<file path="config.mk">
export PLATFORM = sky130hd
export DESIGN_NAME = nc_line_blank_strip_downcase
export DESIGN_NICKNAME = d
export VERILOG_FILES = /design/src/rtl/nclbsd_pkg.sv /design/src/rtl/nc_line_blank_strip_downcase.sv /design/src/rtl/nclbsd_step.sv
export SDC_FILE = /design/constraint.sdc
export NUM_CORES = 1
export LEC_CHECK = 0
export ABC_AREA = 1
export BUFFER_PORTS_ARGS = -buffer_cell sky130_fd_sc_hd__buf_4
export CAP_MARGIN = 0
export CORE_UTILIZATION = 35
export DETAILED_ROUTE_END_ITERATION = 10
export PLACE_DENSITY = 0.52
export SKIP_LAST_GASP = 1
export SYNTH_ARGS = -nofsm -noshare
export SYNTH_HDL_FRONTEND = slang
export SYNTH_SLANG_ARGS = --single-unit
</file>
<file path="constraint.sdc">
create_clock -name aclk -period 3.35 [get_ports aclk]
set_clock_uncertainty 0.1 [all_clocks]
set_input_delay 0.335 -clock aclk [delete_from_list [all_inputs] [get_ports aclk]]
set_output_delay 0.335 -clock aclk [all_outputs]
set_load 0.02 [all_outputs]
</file>
<file path="src/rtl/nclbsd_pkg.sv">
// ----------------------------------------------------------------------------
// nclbsd_pkg: shared types and constants for the line blank strip filter
// Holds the scan mode encoding, the status codes of end words and the
// record that carries one step result from the decoder to the top level.
// ----------------------------------------------------------------------------
package nclbsd_pkg;

    // Scan mode of the current line.
    typedef enum logic [1:0] {
        MODE_NORMAL  = 2'd0,
        MODE_PAREN   = 2'd1,
        MODE_SEMI    = 2'd2,
        MODE_DISCARD = 2'd3
    } scan_mode_t;

    // Status codes carried on end and error words.
    typedef enum logic [1:0] {
        ST_OK       = 2'd0,
        ST_NESTED   = 2'd1,
        ST_UNCLOSED = 2'd2,
        ST_NEWLINE  = 2'd3
    } status_t;

    // Character codes that steer the scan.
    localparam logic [7:0] CH_NUL    = 8'h00;
    localparam logic [7:0] CH_TAB    = 8'h09;
    localparam logic [7:0] CH_LF     = 8'h0A;
    localparam logic [7:0] CH_CR     = 8'h0D;
    localparam logic [7:0] CH_SPACE  = 8'h20;
    localparam logic [7:0] CH_LPAREN = 8'h28;
    localparam logic [7:0] CH_RPAREN = 8'h29;
    localparam logic [7:0] CH_SEMI   = 8'h3B;
    localparam logic [7:0] CH_UPPER_LO = 8'd64;  // exclusive lower bound of 'A'..'Z'
    localparam logic [7:0] CH_UPPER_HI = 8'd91;  // exclusive upper bound
    localparam logic [7:0] CASE_OFFSET = 8'd32;

    // One step result: whether a word is produced and its fields.
    typedef struct packed {
        logic       emit;
        logic [7:0] char_out;
        logic       line_end;
        status_t    status;
    } step_res_t;

endpackage

</file>
<file path="src/rtl/nc_line_blank_strip_downcase.sv">
// ----------------------------------------------------------------------------
// nc_line_blank_strip_downcase: machine-tool code line filter
// Strips blanks and lower-cases letters outside comments, passes comments
// literally and reports line end or syntax errors on a closing word.
// ----------------------------------------------------------------------------
// Usage:
//   Slave channel s_*: one raw character per word in s_tdata; a zero byte
//   ends the line. Master channel m_*: one filtered character per word, or a
//   closing word with m_tlast high, m_tdata zero and the status in m_tuser
//   (0 ok, 1 nested comment, 2 unclosed comment, 3 newline not last).
//   Blanks outside comments, a newline before the terminator and everything
//   after an error up to and including the terminator produce no word.
//   A word accepted at a clock edge appears on the master side after that
//   edge. Throughput is one character per cycle while the master side does
//   not stall; the scan state update and the output register set this rate.
//   The output register takes a new word in the same cycle that the old one
//   is drained, so s_tready is low only while m_tvalid is high and m_tready
//   low. A stalled receiver therefore holds the input back by one word.
//   Reset (aresetn low at a clock edge) empties the output register and
//   returns the scan to normal text with no newline pending.
// ----------------------------------------------------------------------------
module nc_line_blank_strip_downcase (
    input  logic       aclk,
    input  logic       aresetn,
    input  logic       s_tvalid,
    output logic       s_tready,
    input  logic [7:0] s_tdata,   // [7:0] char_in
    output logic       m_tvalid,
    input  logic       m_tready,
    output logic [7:0] m_tdata,   // [7:0] char_out
    output logic       m_tlast,   // line_end
    output logic [1:0] m_tuser    // [1:0] status
);

    nclbsd_pkg::scan_mode_t mode_reg, mode_next;
    logic                   pending_reg, pending_next;
    nclbsd_pkg::step_res_t  step_res;
    logic                   s_accept;

    logic                   m_tvalid_reg;
    logic [7:0]             char_reg;
    logic                   last_reg;
    nclbsd_pkg::status_t    status_reg;

    // Accept whenever the output register is empty or being drained.
    assign s_tready = !m_tvalid_reg || m_tready;
    assign s_accept = s_tvalid && s_tready;

    // Decode of the incoming word.
    nclbsd_step u_step (
        .mode            (mode_reg),
        .newline_pending (pending_reg),
        .char_in         (s_tdata),
        .res             (step_res),
        .mode_next       (mode_next),
        .pending_next    (pending_next)
    );

    // Scan state advances on every accepted word.
    always_ff @(posedge aclk) begin
        if (!aresetn) begin
            mode_reg    <= nclbsd_pkg::MODE_NORMAL;
            pending_reg <= 1'b0;
        end else if (s_accept) begin
            mode_reg    <= mode_next;
            pending_reg <= pending_next;
        end
    end

    // Output register valid flag.
    always_ff @(posedge aclk) begin
        if (!aresetn) begin
            m_tvalid_reg <= 1'b0;
        end else if (s_accept && step_res.emit) begin
            m_tvalid_reg <= 1'b1;
        end else if (m_tready) begin
            m_tvalid_reg <= 1'b0;
        end
    end

    // Output payload, loaded with each produced word.
    always_ff @(posedge aclk) begin
        if (s_accept && step_res.emit) begin
            char_reg   <= step_res.char_out;
            last_reg   <= step_res.line_end;
            status_reg <= step_res.status;
        end
    end

    assign m_tvalid = m_tvalid_reg;
    assign m_tdata  = char_reg;
    assign m_tlast  = last_reg;
    assign m_tuser  = status_reg;

endmodule

</file>
<file path="src/rtl/nclbsd_step.sv">
// ----------------------------------------------------------------------------
// nclbsd_step: one character step of the line filter
// Purely combinational: from the current scan state and one character it
// works out the result word, if any, and the next scan state.
// ----------------------------------------------------------------------------
module nclbsd_step (
    input  nclbsd_pkg::scan_mode_t mode,
    input  logic                   newline_pending,
    input  logic [7:0]             char_in,
    output nclbsd_pkg::step_res_t  res,
    output nclbsd_pkg::scan_mode_t mode_next,
    output logic                   pending_next
);

    logic is_nul;
    logic is_blank;
    logic is_upper;

    assign is_nul   = (char_in == nclbsd_pkg::CH_NUL);
    assign is_blank = (char_in == nclbsd_pkg::CH_SPACE) || (char_in == nclbsd_pkg::CH_TAB)
                   || (char_in == nclbsd_pkg::CH_CR);
    assign is_upper = (char_in > nclbsd_pkg::CH_UPPER_LO) && (char_in < nclbsd_pkg::CH_UPPER_HI);

    // Decode the character against the current mode; order follows priority.
    always_comb begin
        res.emit     = 1'b0;
        res.char_out = char_in;
        res.line_end = 1'b0;
        res.status   = nclbsd_pkg::ST_OK;
        mode_next    = mode;
        pending_next = newline_pending;

        priority if (mode == nclbsd_pkg::MODE_DISCARD) begin
            // Drop everything up to and including the terminator.
            if (is_nul) begin
                mode_next    = nclbsd_pkg::MODE_NORMAL;
                pending_next = 1'b0;
            end
        end else if (newline_pending && !is_nul) begin
            // A newline must be followed directly by the terminator.
            res.emit     = 1'b1;
            res.char_out = nclbsd_pkg::CH_NUL;
            res.line_end = 1'b1;
            res.status   = nclbsd_pkg::ST_NEWLINE;
            mode_next    = nclbsd_pkg::MODE_DISCARD;
            pending_next = 1'b0;
        end else if (is_nul) begin
            // Terminator: close the line and restart the scan.
            res.emit     = 1'b1;
            res.char_out = nclbsd_pkg::CH_NUL;
            res.line_end = 1'b1;
            res.status   = (mode == nclbsd_pkg::MODE_PAREN) ? nclbsd_pkg::ST_UNCLOSED
                                                             : nclbsd_pkg::ST_OK;
            mode_next    = nclbsd_pkg::MODE_NORMAL;
            pending_next = 1'b0;
        end else if (mode == nclbsd_pkg::MODE_SEMI) begin
            res.emit = 1'b1;
        end else if (mode == nclbsd_pkg::MODE_PAREN) begin
            if (char_in == nclbsd_pkg::CH_LPAREN) begin
                res.emit     = 1'b1;
                res.char_out = nclbsd_pkg::CH_NUL;
                res.line_end = 1'b1;
                res.status   = nclbsd_pkg::ST_NESTED;
                mode_next    = nclbsd_pkg::MODE_DISCARD;
            end else begin
                res.emit = 1'b1;
                if (char_in == nclbsd_pkg::CH_RPAREN) begin
                    mode_next = nclbsd_pkg::MODE_NORMAL;
                end
            end
        end else begin
            // Normal text.
            priority if (char_in == nclbsd_pkg::CH_SEMI) begin
                res.emit  = 1'b1;
                mode_next = nclbsd_pkg::MODE_SEMI;
            end else if (is_blank) begin
                res.emit = 1'b0;
            end else if (char_in == nclbsd_pkg::CH_LF) begin
                pending_next = 1'b1;
            end else if (is_upper) begin
                res.emit     = 1'b1;
                res.char_out = char_in + nclbsd_pkg::CASE_OFFSET;
            end else begin
                res.emit = 1'b1;
                if (char_in == nclbsd_pkg::CH_LPAREN) begin
                    mode_next = nclbsd_pkg::MODE_PAREN;
                end
            end
        end
    end

endmodule
</file>
==> reports/qor.log, run 1 <==
[floorplan] chip height 56.3 microns
[logic_synthesis] synthesized cell area 1030 sq um
[critical_path] delay of the slowest critical-path stage 0.37 ns
[clock_tree] setup repair bufs after CTS 0
[routing] Via density 4.71
[clock_tree] TritonCTS clock tree built
[critical_path] worst endpoint required time 3.20 ns
[global_routing] initial antenna violation count 0
[power] worst supply voltage drop on vdd 0.192 mV
[global_routing] global-route wire length before repair 3900 microns
[logic_synthesis] portion of the post-synthesis area used by sequential elements 39.8%
[critical_path] capturing element type of the critical path flip-flop
[global_routing] via count of the first global-routing pass 877
[sta] final worst path period need 1.80 ns
[critical_path] critical path fanouts, max 11
[logic_synthesis] synthesized netlist net count 155
[logic_synthesis] share of the synthesized area in the top cell type 32.0%
[global_routing] all-layer global routing usage 16.1%
[clock_tree] Clock Path Buffers 2
[routing] number of violations reported at the end of detailed-routing iteration 0 21
[routing] Routed WL per cell 11.2 microns
[critical_path] cell count of the worst reg-to-reg path 6
[finish] fin nets 184
[critical_path] sequence of cells on the critical path inv_2 -> nor2_2 -> nor2_1 -> nand4_1 -> nand2_1 -> inv_1
[routing] number of routed nets with antenna violations 0
[sta] total negative slack 0 ns
[floorplan] placeable core area 2780 sq um
[logic_synthesis] post-synthesis cell type count 24
[power] power per cell area 319 nW/um^2
[sta] fin. max-slew vios 0
[logic_synthesis] largest cells by area after synthesis sky130_fd_sc_hd__edfxtp_1, sky130_fd_sc_hd__nand2_1, sky130_fd_sc_hd__dfxtp_1
[placed_design] DPL Wire Length 1840 microns
[finish] Largest register FFs 8
[clock_tree] clock root buffer sky130_fd_sc_hd__clkbuf_4
[placed_design] number of I/O port buffers 24
[placed_design] final estimated routing congestion in global placement 0.824
[critical_path] r2r startpoint mode_reg[0]
[hold_path] Tightest Hold Check Type in2reg
[critical_path] start point of the critical path mode_reg[0]
[finish] signed area change from the synthesized netlist to the final layout 23.9%
[floorplan] die extent in x 56.3 microns
[logic_synthesis] number of instances in the synthesized netlist 142
[sta] number of hold-slack violations in the final timing report 0
[sta] post-layout worst setup margin 1.55 ns
[finish] layout cell share with drive strength beyond 1 30.6%
[floorplan] Initial Utilization 37.1%
[logic_synthesis] number of storage elements in the synthesis netlist 15
[finish] diodes inserted 0
[finish] commonest non-fill, non-tap cell in the layout sky130_fd_sc_hd__nand2_1
[sta] final period utilization 53.8%
[clock_tree] Inserted Clock Buffers 3
[sta] f_max 555 MHz
[routing] Total Routed Length 2260 microns
[floorplan] Top Ports 25
[global_routing] largest net degree at the start of global routing 12
[finish] leading cell types in the layout, fill and taps excluded sky130_fd_sc_hd__nand2_1, sky130_fd_sc_hd__buf_4, sky130_fd_sc_hd__nor2_1, sky130_fd_sc_hd__inv_1, sky130_fd_sc_hd__edfxtp_1
[clock_tree] post-cts resize count 0
[critical_path] cell with the largest stage delay on the worst path sky130_fd_sc_hd__dfxtp_1
[clock_tree] clock-pin slew on the worst setup and hold paths 0.10 ns
[critical_path] crit path to m_tdata[6]
[sta] Final setup viols 0
[critical_path] critical path startpoint category flip-flop
[critical_path] slack of the worst reg-to-reg path 1.55 ns
[critical_path] Critical R2R Capture m_tdata[6]
[floorplan] std cell rows 19
[sta] Max-Slew Margin vs Limit 68.9%
[logic_synthesis] mean instance size in the synthesized netlist 7.27 sq um
[sta] Slew @ Worst Pin 0.467 ns
[status] outcome complete, no violations
[clock_tree] clk_lat worst skew 0.29 ns
[routing] final routed DRC violation total 0
[placed_design] DP Worst Slack 1.35 ns
[floorplan] area enclosed by the die boundary 3170 sq um
[power] leakage power 0.664 nW
[routing] detailed-routing iteration count for the pre-antenna-repair pass 4
[job] Max Cap Violations 0
[sta] RSZ-0062 raised after global routing false
[critical_path] kind of critical path reg2reg
[clock_tree] count of clock tree sinks 15
[clock_tree] Hold-fix buffers, CTS 0
[logic_synthesis] yosys warns 0
[routing] total number of vias 946
[clock_tree] level count of the clock H-tree 1
[logic_synthesis] largest area contributor in the synthesized netlist sky130_fd_sc_hd__edfxtp_1
[global_routing] final global-route overflow total 0
[critical_path] Worst Path Arrival 1.65 ns
==> worst min-delay path by stage <==
| stage | startpoint | end | slack, ns | cells after the start |
|---|---|---|---|---|
| 2_1_floorplan | aresetn | mode_reg[0] | 0.36 | 2 |
| 3_3_place_gp | m_tvalid | m_tvalid | 0.43 | 2 |
| 3_5_place_dp | m_tvalid | m_tvalid | 0.41 | 2 |
| 4_1_cts | aresetn | mode_reg[0] | 0.18 | 3 |
| 5_1_grt | aresetn | mode_reg[0] | 0.19 | 3 |
| 6_report | aresetn | mode_reg[0] | 0.18 | 3 |
==> critical path, delay by kind of cell, from the launching register on <==
family | cells | cell delay (ns)
flops | 1 | 0.37
buf+inv | 2 | 0.43
simple gates | 4 | 0.56
==> metrics by stage <==
stage | cells | power, mW | utilization [%] | hold slack [ns] | cell area (sq um)
2_1_floorplan | 142 | 0.267 | - | 0.355 | 1030
3_3_place_gp | 197 | 0.305 | 45.0 | 0.432 | 1250
3_5_place_dp | 197 | 0.305 | 45.0 | 0.411 | 1250
4_1_cts | 201 | 0.415 | 46.0 | 0.182 | 1280
5_1_grt | 201 | 0.429 | 46.0 | 0.188 | 1280
6_report | 201 | 0.408 | 46.0 | 0.182 | 1280
==> area by class of cell <==
class                   instances  area [sq um]
multi-input cells             102           528
clock inverters                 1          5.00
clock buffers                   3          22.5
repair buffers                 24           180
fillers                       310          1500
well taps                      31          38.8
inverters                      25          93.8
flip-flops and latches         15           410
==> routing by layer <==
metal,GRT usage (%),vias to the layer above,part of all wire (%)
met1,21.1,418,49
met4,9.76,0,1.9
li1,-,506,-
met5,0,-,0
met3,2.30,4,3.4
met2,25.0,18,46
==> synth_stat cells <==
cell,number
sky130_fd_sc_hd__a21oi_1,5
sky130_fd_sc_hd__edfxtp_1,11
sky130_fd_sc_hd__nor3_1,3
sky130_fd_sc_hd__o21ai_1,1
sky130_fd_sc_hd__nand2_4,1
sky130_fd_sc_hd__inv_2,6
sky130_fd_sc_hd__nor2_4,4
sky130_fd_sc_hd__nor2_1,21
sky130_fd_sc_hd__nor2_2,5
sky130_fd_sc_hd__nand3_1,8
sky130_fd_sc_hd__dfxtp_1,4
sky130_fd_sc_hd__o211ai_1,1
sky130_fd_sc_hd__ha_1,1
sky130_fd_sc_hd__nand4_1,2
sky130_fd_sc_hd__nand2_1,37
sky130_fd_sc_hd__o22ai_1,1
sky130_fd_sc_hd__a21oi_4,1
sky130_fd_sc_hd__a211oi_1,1
sky130_fd_sc_hd__inv_1,19
sky130_fd_sc_hd__a21boi_0,1
sky130_fd_sc_hd__nand3_2,3
sky130_fd_sc_hd__a21boi_1,1
sky130_fd_sc_hd__nand2_2,4
sky130_fd_sc_hd__o21ai_0,1
==> power breakdown <==
part | switching [mW] | internal (mW) | leakage (nW)
clock network | 0.0638 | 0.0444 | 0.0177
logic | 0.0516 | 0.0338 | 0.505
registers | 0.00315 | 0.211 | 0.140
==> logic make-up (layout without fill, tap and decap cells) <==
kind of cell	count (synthesis)	in the layout	synth area share, %
adders and majority gates	1	1	1.21
and+or+nand+nor	88	88	41.5
DFF	15	15	39.8
AOI/OAI and AO/OA	13	13	8.49
buffers and inverters	25	53	9.09
(Power assumes the default switching activity.)
==> inputs of run 2 (changes only) <==
==> constraint.sdc (replaced) <==
create_clock -name aclk -period 1.7 [get_ports aclk]
set_clock_uncertainty 0.1 [all_clocks]
set_input_delay 0.17 -clock aclk [delete_from_list [all_inputs] [get_ports aclk]]
set_output_delay 0.17 -clock aclk [all_outputs]
set_load 0.02 [all_outputs]
==> run 2 against run 1 <==
Count of clock-buffer cells in the layout grew 1. Critical path depth grew 1. Sequential cell count is the same. Combinational power grew 110%. Wire length grew 4.6%. Critical endpoint is now m_tdata[5]. First-iteration DRC count grew 100%. Sequential power grew 98%. Worst setup slack lost 1.5 ns.
==> reports/qor.log, run 2 (same netlist as run 1, synthesis figures left out) <==
[status] outcome complete, no violations [unchanged]
[routing] Routed WL per cell 11.6 microns [was 11.2 microns]
[power] power per cell area 610 nW/um^2 [was 319 nW/um^2]
[routing] Via density 4.76 [was 4.71]
[sta] total negative slack 0 ns [unchanged]
[routing] Total Routed Length 2360 microns [was 2260 microns]
[clock_tree] post-cts resize count 0 [unchanged]
[clock_tree] TritonCTS clock tree built [unchanged]
[global_routing] all-layer global routing usage 16.5% [was 16.1%]
[routing] final routed DRC violation total 0 [unchanged]
[floorplan] area enclosed by the die boundary 3170 sq um [unchanged]
[sta] final period utilization 94.3% [was 53.8%]
[sta] RSZ-0062 raised after global routing false [unchanged]
[routing] wire length on met3 77 microns [unchanged]
[clock_tree] Inserted Clock Buffers 3 [unchanged]
[critical_path] Worst Path Arrival 1.50 ns [was 1.65 ns]
[global_routing] via count of the first global-routing pass 935 [was 877]
[sta] Max-Slew Margin vs Limit 78.2% [was 68.9%]
[global_routing] largest net degree at the start of global routing 10 [was 12]
[sta] number of hold-slack violations in the final timing report 0 [unchanged]
[sta] Final setup viols 0 [unchanged]
[global_routing] initial antenna violation count 0 [unchanged]
[placed_design] number of I/O port buffers 24 [unchanged]
[clock_tree] level count of the clock H-tree 1 [unchanged]
[routing] detailed route wirelength on metal2 1150 microns [was 1030 microns]
[routing] detailed-routing iteration count for the pre-antenna-repair pass 4 [unchanged]
[critical_path] worst endpoint required time 1.60 ns [was 3.20 ns]
[finish] layout cell share with drive strength beyond 1 31.2% [was 30.6%]
[global_routing] global-route wire length before repair 4110 microns [was 3900 microns]
[clock_tree] clock root buffer sky130_fd_sc_hd__clkbuf_4 [unchanged]
[finish] diodes inserted 0 [unchanged]
[floorplan] Initial Utilization 37.1% [unchanged]
[global_routing] final global-route overflow total 0 [unchanged]
[floorplan] die extent in x 56.3 microns [unchanged]
[finish] commonest non-fill, non-tap cell in the layout sky130_fd_sc_hd__nand2_1 [unchanged]
[sta] fin. max-slew vios 0 [unchanged]
[clock_tree] Clock Path Buffers 2 [unchanged]
[critical_path] critical path fanouts, max 9 [was 11]
[clock_tree] count of clock tree sinks 15 [unchanged]
[finish] Largest register FFs 8 [unchanged]
[floorplan] chip height 56.3 microns [unchanged]
[floorplan] Top Ports 25 [unchanged]
[floorplan] placeable core area 2780 sq um [unchanged]
[power] leakage power 0.680 nW [was 0.664 nW]
[sta] final worst path period need 1.60 ns [was 1.80 ns]
[hold_path] Tightest Hold Check Type in2reg [unchanged]
[finish] final design utilization 47.2% [was 46.0%]
[critical_path] kind of critical path reg2reg [unchanged]
[clock_tree] clock-pin slew on the worst setup and hold paths 0.08 ns [was 0.10 ns]
[placed_design] final estimated routing congestion in global placement 0.847 [was 0.824]
[finish] fillcell total 291 [was 310]
[placed_design] DPL Wire Length 2010 microns [was 1840 microns]
[routing] number of violations reported at the end of detailed-routing iteration 0 43 [was 21]
[clock_tree] clk_lat worst skew 0.27 ns [was 0.29 ns]
[clock_tree] setup repair bufs after CTS 0 [unchanged]
[job] Max Cap Violations 0 [unchanged]
[floorplan] std cell rows 19 [unchanged]
[routing] wire length on met1 1120 microns [was 1100 microns]
[routing] total number of vias 972 [was 946]
[finish] signed area change from the synthesized netlist to the final layout 27.2% [was 23.9%]
[finish] flip-flop and latch area 410 sq um [unchanged]
[sta] f_max 623 MHz [was 555 MHz]
[critical_path] critical path startpoint category flip-flop [unchanged]
[sta] Slew @ Worst Pin 0.325 ns [was 0.467 ns]
[routing] highest metal layer used by the detailed router met4 [unchanged]
[routing] number of routed nets with antenna violations 0 [unchanged]
[finish] combined area of the multi-input logic cells 528 sq um [unchanged]
[power] PnR Total Power 0.800 mW [was 0.408 mW]
[critical_path] capturing element type of the critical path flip-flop [unchanged]
[clock_tree] Hold-fix buffers, CTS 0 [unchanged]
[finish] leading cell types in the layout, fill and taps excluded sky130_fd_sc_hd__nand2_1, sky130_fd_sc_hd__buf_4, sky130_fd_sc_hd__nor2_1, sky130_fd_sc_hd__inv_1, sky130_fd_sc_hd__edfxtp_1 [unchanged]
[finish] fin nets 187 [was 184]
[power] worst supply voltage drop on vdd 0.572 mV [was 0.192 mV]
## run 2: cell count changes in the layout (fill, tap and decap cells not counted)
cell	previous run	this run
sky130_fd_sc_hd__clkinv_2	1	0
sky130_fd_sc_hd__clkbuf_1	0	1
sky130_fd_sc_hd__buf_12	0	1
sky130_fd_sc_hd__buf_4	24	26
## run 2: through the flow
stage / instances / cell area (sq um) / setup WS [ns] / hold WS (ns)
final: 204 / 1310 / 0.0961 / 0.0388
after global placement: 200 / 1290 / 0.116 / 0.331
after CTS: 204 / 1310 / 0.0902 / 0.0336
after detailed placement: 200 / 1290 / 0.0700 / 0.330
after floorplan: 142 / 1030 / 0.136 / 0.190
after global routing: 204 / 1310 / 0.00303 / 0.0514
## run 2: power by group
part	switching (mW)	leakage [nW]	internal, mW
Combinational	0.105	0.525	0.0761
Clock	0.105	0.0150	0.0909
Sequential	0.00707	0.140	0.416
## run 2: worst max-delay path: stages (launching register included)
cell and delay [ns]:
sky130_fd_sc_hd__dfxtp_1 0.37, sky130_fd_sc_hd__inv_2 0.07, sky130_fd_sc_hd__nor2_2 0.23, sky130_fd_sc_hd__nor2_1 0.13, sky130_fd_sc_hd__nand4_1 0.11, sky130_fd_sc_hd__nand2_1 0.08, sky130_fd_sc_hd__inv_1 0.12, sky130_fd_sc_hd__buf_12 0.14
## run 2: worst paths after layout
kind	from	endpoint	slack [ns]	cells after the start
setup / recovery	mode_reg[0]	m_tdata[5]	0.1	7
setup reg to reg	mode_reg[0]	m_tdata[5]	0.1	7
hold / removal	aresetn	mode_reg[0]	0.04	3
hold reg to reg	m_tvalid	m_tvalid	0.42	2
## run 2: cell type report
type	instances	area share, %
Inverter	25	7.15
Sequential cell	15	31.3
Timing Repair Buffer	27	16.4
Tap cell	31	2.96
Multi-Input combinational cell	102	40.2
Clock buffer	4	2.00
## run 2: layer usage
metal / vias up / GRT usage (%)
met5: - / 0
met4: 0 / 4.18
met3: 2 / 3.92
met2: 16 / 26.0
met1: 442 / 22.9
li1: 512 / -
